**src/rtl/core/lcr_pkg.sv**
```systemverilog
package lcr_pkg;

    typedef enum logic {
        OP_BYTE = 1'b0,
        OP_TAKE = 1'b1
    } op_t;

    typedef enum logic [1:0] {
        CMD_NONE      = 2'd0,
        CMD_CALIBRATE = 2'd1,
        CMD_PING      = 2'd2
    } cmd_t;

    typedef enum logic [1:0] {
        ERR_NONE     = 2'd0,
        ERR_UNKNOWN  = 2'd1,
        ERR_TOO_LONG = 2'd2
    } err_t;

    localparam logic [7:0] CHAR_CR = 8'h0D;
    localparam logic [7:0] CHAR_LF = 8'h0A;

    localparam int unsigned CAL_LEN  = 9;
    localparam int unsigned PING_LEN = 4;

    // Letter of "CALIBRATE" at a position below CAL_LEN.
    function automatic logic [7:0] cal_char(input logic [3:0] idx);
        logic [7:0] c;
        case (idx)
            4'd0:    c = "C";
            4'd1:    c = "A";
            4'd2:    c = "L";
            4'd3:    c = "I";
            4'd4:    c = "B";
            4'd5:    c = "R";
            4'd6:    c = "A";
            4'd7:    c = "T";
            4'd8:    c = "E";
            default: c = 8'h00;
        endcase
        return c;
    endfunction

    function automatic logic [7:0] ping_char(input logic [1:0] idx);
        logic [7:0] c;
        case (idx)
            2'd0:    c = "P";
            2'd1:    c = "I";
            2'd2:    c = "N";
            2'd3:    c = "G";
            default: c = 8'h00;
        endcase
        return c;
    endfunction

endpackage

```
**src/rtl/core/lcr_if.sv**
```systemverilog
interface lcr_rx_if;
    logic       valid;
    logic       ready;
    logic       opcode;
    logic [7:0] rx_data;

    modport source (output valid, output opcode, output rx_data, input ready);
    modport sink (input valid, input opcode, input rx_data, output ready);
endinterface

interface lcr_result_if;
    logic       valid;
    logic       ready;
    logic [1:0] error_code;
    logic [1:0] taken_command;

    modport source (output valid, output error_code, output taken_command, input ready);
    modport sink (input valid, input error_code, input taken_command, output ready);
endinterface

```
**src/rtl/core/line_command_recognizer.sv**
```systemverilog
// Line command recognizer. Each word on rx is either a received byte or a take request.
// Bytes build a line that CR or LF ends; a line of exactly CALIBRATE or PING becomes the
// pending command, any other non-empty line gives error_code 1, and a line that would reach
// LINE_CAPACITY bytes is dropped with error_code 2. A take returns the pending command and
// clears it. Every accepted word gives exactly one result word in the next cycle, and a new
// word is accepted every cycle; the single result register is the only stage, so rx stalls
// only while a result waits on result.ready.
module line_command_recognizer #(
    parameter int unsigned LINE_CAPACITY = 32
) (
    input  logic                 clk,
    input  logic                 rst_n,
    lcr_rx_if.sink               rx,
    lcr_result_if.source         result
);

    localparam int unsigned LenW = $clog2(LINE_CAPACITY);
    localparam logic [LenW-1:0] LEN_LAST = LenW'(LINE_CAPACITY - 1);
    localparam logic [LenW-1:0] LEN_CAL  = LenW'(lcr_pkg::CAL_LEN);
    localparam logic [LenW-1:0] LEN_PING = LenW'(lcr_pkg::PING_LEN);

    logic [LenW-1:0]   line_length_reg, line_length_next;
    logic              match_cal_reg, match_cal_next;
    logic              match_ping_reg, match_ping_next;
    lcr_pkg::cmd_t     pending_reg, pending_next;
    logic              out_valid_reg;
    lcr_pkg::err_t     error_reg, error_next;
    lcr_pkg::cmd_t     taken_reg, taken_next;

    logic accept;
    logic is_term;

    assign rx.ready = !out_valid_reg || result.ready;
    assign accept   = rx.valid && rx.ready;
    assign is_term  = (rx.rx_data == lcr_pkg::CHAR_CR) || (rx.rx_data == lcr_pkg::CHAR_LF);

    always_comb
    begin
        line_length_next = line_length_reg;
        match_cal_next   = match_cal_reg;
        match_ping_next  = match_ping_reg;
        pending_next     = pending_reg;
        error_next       = lcr_pkg::ERR_NONE;
        taken_next       = lcr_pkg::CMD_NONE;

        if (lcr_pkg::op_t'(rx.opcode) == lcr_pkg::OP_TAKE)
        begin
            taken_next   = pending_reg;
            pending_next = lcr_pkg::CMD_NONE;
        end
        else if (is_term)
        begin
            // An empty line sets no command and no error.
            if (line_length_reg != '0)
            begin
                if (match_cal_reg && line_length_reg == LEN_CAL)
                    pending_next = lcr_pkg::CMD_CALIBRATE;
                else if (match_ping_reg && line_length_reg == LEN_PING)
                    pending_next = lcr_pkg::CMD_PING;
                else
                    error_next = lcr_pkg::ERR_UNKNOWN;
                line_length_next = '0;
                match_cal_next   = 1'b1;
                match_ping_next  = 1'b1;
            end
        end
        else if (line_length_reg < LEN_LAST)
        begin
            match_cal_next = match_cal_reg && (line_length_reg < LEN_CAL)
                && (lcr_pkg::cal_char(line_length_reg[3:0]) == rx.rx_data);
            match_ping_next = match_ping_reg && (line_length_reg < LEN_PING)
                && (lcr_pkg::ping_char(line_length_reg[1:0]) == rx.rx_data);
            line_length_next = line_length_reg + 1'b1;
        end
        else
        begin
            line_length_next = '0;
            match_cal_next   = 1'b1;
            match_ping_next  = 1'b1;
            error_next       = lcr_pkg::ERR_TOO_LONG;
        end
    end

    always_ff @(posedge clk or negedge rst_n)
    begin
        if (!rst_n)
        begin
            line_length_reg <= '0;
            match_cal_reg   <= 1'b1;
            match_ping_reg  <= 1'b1;
            pending_reg     <= lcr_pkg::CMD_NONE;
            out_valid_reg   <= 1'b0;
        end
        else
        begin
            if (accept)
            begin
                line_length_reg <= line_length_next;
                match_cal_reg   <= match_cal_next;
                match_ping_reg  <= match_ping_next;
                pending_reg     <= pending_next;
                out_valid_reg   <= 1'b1;
            end
            else if (result.ready)
            begin
                out_valid_reg <= 1'b0;
            end
        end
    end

    always_ff @(posedge clk)
    begin
        if (accept)
        begin
            error_reg <= error_next;
            taken_reg <= taken_next;
        end
    end

    assign result.valid         = out_valid_reg;
    assign result.error_code    = error_reg;
    assign result.taken_command = taken_reg;

endmodule

```
**src/flat_wrapper.sv**
```systemverilog
// flat-port wrapper written by rule: the top's interface ports become plain ports
module line_command_recognizer_flat 
#(
    parameter int unsigned LINE_CAPACITY = 32
)
  (clk, rst_n, rx_valid, rx_opcode, rx_rx_data, rx_ready, result_valid, result_error_code, result_taken_command, result_ready);
  lcr_rx_if rx_i ();
  lcr_result_if result_i ();
  input  logic clk;
  input  logic rst_n;
  input wire logic [$bits(rx_i.valid)-1:0] rx_valid;
  input wire logic [$bits(rx_i.opcode)-1:0] rx_opcode;
  input wire logic [$bits(rx_i.rx_data)-1:0] rx_rx_data;
  output wire logic [$bits(rx_i.ready)-1:0] rx_ready;
  output wire logic [$bits(result_i.valid)-1:0] result_valid;
  output wire logic [$bits(result_i.error_code)-1:0] result_error_code;
  output wire logic [$bits(result_i.taken_command)-1:0] result_taken_command;
  input wire logic [$bits(result_i.ready)-1:0] result_ready;
  assign rx_i.valid = rx_valid;
  assign rx_i.opcode = rx_opcode;
  assign rx_i.rx_data = rx_rx_data;
  assign rx_ready = rx_i.ready;
  assign result_valid = result_i.valid;
  assign result_error_code = result_i.error_code;
  assign result_taken_command = result_i.taken_command;
  assign result_i.ready = result_ready;
  line_command_recognizer #(.LINE_CAPACITY(LINE_CAPACITY)) u_core (.clk(clk), .rst_n(rst_n), .rx(rx_i), .result(result_i));
endmodule
```
**config.mk**
```make
export PLATFORM = sky130hd
export DESIGN_NAME = line_command_recognizer_flat
export DESIGN_NICKNAME = d
export VERILOG_FILES = /design/src/rtl/core/lcr_pkg.sv /design/src/rtl/core/lcr_if.sv /design/src/rtl/core/line_command_recognizer.sv /design/src/flat_wrapper.sv
export SDC_FILE = /design/constraint.sdc
export NUM_CORES = 1
export LEC_CHECK = 0
export ABC_AREA = 1
export BUFFER_PORTS_ARGS = -buffer_cell sky130_fd_sc_hd__buf_2
export CORE_MARGIN = 1.5
export CORE_UTILIZATION = 45
export CTS_BUF_LIST = sky130_fd_sc_hd__clkbuf_4 sky130_fd_sc_hd__clkbuf_8 sky130_fd_sc_hd__clkbuf_16
export CTS_CLUSTER_SIZE = 8
export DETAILED_ROUTE_END_ITERATION = 12
export PLACE_DENSITY = 0.73
export SLEW_MARGIN = 20
export SYNTH_ARGS = -nofsm -noshare
export SYNTH_HDL_FRONTEND = slang
export SYNTH_SLANG_ARGS = --single-unit
```
**constraint.sdc**
```tcl
create_clock -name clk -period 1.9 [get_ports clk]
set_input_delay 0.095 -clock clk [delete_from_list [all_inputs] [get_ports clk]]
set_output_delay 0.095 -clock clk [all_outputs]
set_load 0.005 [all_outputs]
```
==> results.sh <==
export IMPL_worst_r2r_cell_count=11
export IMPL_async_reset_ff_share_pct=71.4
export IMPL_avgSynthCellArea_um2=7.55
export IMPL_hold_path_class="primary input to flop"
export IMPL_synthFlopType="dfrtp_1"
export IMPL_comb_power_share_pct=53.6
export IMPL_core_um2=2520
export IMPL_die_w_um=55.0
export IMPL_grt_usage_pct=19.6
export IMPL_max_vdd_ir_drop_mv=0.543
export IMPL_io_pins=19
export IMPL_slew_violations=0
export IMPL_min_period_over_period_pct=90.2
export IMPL_hold_path_startpoint="result_ready"
export IMPL_cts_root_buf="clkbuf_4"
export IMPL_synth_edf_count=4
export IMPL_crit_required_ns=2.12
export IMPL_syn_inst=161
export IMPL_wl_per_cell_um=12.1
export IMPL_yosysMostFrequentCell="nand2_1"
export IMPL_min_to="u_core.result.valid$_DFFE_PN0P_"
export IMPL_syn_nets=180
export IMPL_whs_path_depth=4
export IMPL_cts_buffers=3
export IMPL_tightest_slew_ns=0.407
export IMPL_grt_max_degree=11
export IMPL_final_layout_size_suffix_gt1_share_pct=28.6
export IMPL_dieHeight_um=55.0
export IMPL_diodes=0
export IMPL_slew_headroom_pct=72.9
export IMPL_grt_pass1_wl_mm=4.26
export IMPL_postRouteAntennaNets=0
export IMPL_ys_seq_elements=14
export IMPL_clk_pin_slew_worst_paths_ns=0.09
export IMPL_p_sw_uw=737
export IMPL_seq_area_frac_synth_pct=30.7
export IMPL_post_cts_buffers=0
export IMPL_critPathMaxFanout=6
export IMPL_drt_iter0_markers=33
export IMPL_critPathArrivalTime_ns=1.93
export IMPL_timing_rr_start="u_core.line_length_reg[0]$_DFFE_PN0P_"
export IMPL_nNetsFinal=205
export IMPL_largest_reg_flops=5
export IMPL_start_kind="flop"
export IMPL_clock_fmax_ghz=0.583
export IMPL_grt_pass1_vias=996
export IMPL_power_density_nw_per_um2=1130
export IMPL_port_buffers=18
export IMPL_rows=18
export IMPL_timing_rr_end="u_core.match_cal_reg$_DFFE_PN1P_"
export IMPL_outcome="completed"
export IMPL_yosysTopAreaCellShare_pct=16.5
export IMPL_yosys_warnings=0
export IMPL_die_area_um2=3020
export IMPL_antenna_found_initial=0
export IMPL_p_leak_uw=0.000731
export IMPL_yosys_area_top_type="dfrtp_1"
export IMPL_cts_tree="built"
export IMPL_clock_skew_ns=0.00105
export IMPL_synth_distinct_cells=29
export IMPL_critPathKind="flop to flop"
export IMPL_place_gp_congestion=0.880
export IMPL_synth_common_cells="nand2_1 (39), inv_1 (21), nand3_1 (20)"
export IMPL_synthTopCellsByArea="dfrtp_1 (16%), nand2_1 (12%), edfxtp_1 (9.9%), nand3_1 (8.2%), inv_1 (6.5%)"
export IMPL_r2r_slack_ns=0.19
export IMPL_cts_path_max_buffers=2
export IMPL_clkPwrFrac_pct=13.9
export IMPL_num_vias=1093
export IMPL_cts_sinks=14
export IMPL_final_setup_viol_count=0
export IMPL_post_route_min_period_ns=1.71
export IMPL_avgViaCountPerCell=5.08
export IMPL_seqPwrFrac_pct=32.6
export IMPL_drv_cap=0
export IMPL_total_power_uw=1560
export IMPL_area_growth_pct=14.3
export IMPL_dp_hpwl_mm=2.11
export IMPL_drc=0
export IMPL_cts_max_level=1
export IMPL_start_util_pct=48.2
export IMPL_syn_area_um2=1220
export IMPL_intPower_uw=827
export IMPL_rsz0062_at_grt="false"
export IMPL_overflow=0
export IMPL_fin_tns_setup_ns=0
export IMPL_dr_pass1_iters=4
export IMPL_finalHoldViolCount=0
export IMPL_clk_insertion_delay_late_ns=0.28
export IMPL_switching_share_pct=47.1
export IMPL_postRouteWirelength_mm=2.60
export IMPL_end_kind="flop"
[through the flow]
stage | cell area (um2) | std cells | utilization, % | hold WS [ns] | setup WS (ns)
3_5_place_dp | 1340 | 210 | 53.3 | -0.0243 | 0.206
3_3_place_gp | 1340 | 210 | 53.3 | -0.0319 | 0.262
4_1_cts | 1390 | 215 | 55.1 | 0.0579 | 0.184
6_report | 1390 | 215 | 55.1 | 0.0638 | 0.185
5_1_grt | 1390 | 215 | 55.1 | 0.0752 | 0.103
2_1_floorplan | 1220 | 161 | - | -0.201 | 0.294
[worst max path at each step]
stage,end,cells after the start,start
2_1_floorplan,u_core.line_length_reg[3]$_DFFE_PN0P_,9,u_core.line_length_reg[0]$_DFFE_PN0P_
3_3_place_gp,u_core.line_length_reg[3]$_DFFE_PN0P_,9,u_core.line_length_reg[1]$_DFFE_PN0P_
3_5_place_dp,u_core.match_cal_reg$_DFFE_PN1P_,11,u_core.line_length_reg[0]$_DFFE_PN0P_
4_1_cts,u_core.match_cal_reg$_DFFE_PN1P_,11,u_core.line_length_reg[0]$_DFFE_PN0P_
5_1_grt,u_core.match_cal_reg$_DFFE_PN1P_,11,u_core.line_length_reg[1]$_DFFE_PN0P_
6_report,u_core.match_cal_reg$_DFFE_PN1P_,11,u_core.line_length_reg[0]$_DFFE_PN0P_
[logic make-up after synthesis]
logic type / synth area share (%)
compound gates: 6.07
xor+xnor: 3.60
fa+ha+maj: 6.17
buf+inv: 9.88
flops: 30.7
simple gates: 43.6
[critical path: stages, from the launching register on]
cell	delay (ns)
dfrtp_1	0.46
inv_1	0.10
ha_1	0.27
nand2_4	0.13
nand2_2	0.10
nand2_2	0.08
nand2_1	0.05
nor2_1	0.10
nand2_1	0.08
nor2_2	0.07
nand2_1	0.09
a21oi_2	0.12
[cells in the final DEF, fill, tap and decap left out, types with 3 or more instances in the layout]
cell / instances
nor2_4: 3
dfrtp_1: 8
edfxtp_1: 4
nand2_1: 39
nor2_2: 4
o21ai_2: 3
o21ai_0: 4
buf_2: 18
nand2_4: 3
nand2_2: 3
ha_1: 6
xnor2_1: 3
inv_1: 21
nor2_1: 15
nand3_1: 20
nand4_1: 4
buf_4: 3
clkbuf_4: 3
[cell type report]
class	count	area (um2)
inverters	25	97.6
flip-flops and latches	14	373
well taps	30	37.5
clock buffers	4	36.3
repair buffers	22	123
multi-input cells	120	723
fillers	235	1130
[power by group through the flow]
stage | sequential [uW] | combinational [uW] | clock [uW]
floorplan | 464 | 698 | 0
global placement | 507 | 814 | 0
detailed placement | 511 | 833 | 0
CTS | 505 | 843 | 222
global route | 519 | 934 | 241
finish | 509 | 838 | 217
[what timing repair did]
action	in CTS	in global routing
hold endpoints to repair	10	0
hold buffers	1	0
gates resized for setup	0	0
[layer usage]
metal | global-route usage, % | vias to the layer above | routed length [um]
met3 | 1.88 | 4 | 130
met4 | 7.32 | 0 | 35
met5 | 0 | - | 0
li1 | - | 562 | -
met1 | 24.3 | 489 | 1130
met2 | 34.9 | 38 | 1300
(Power assumes the default switching activity.)
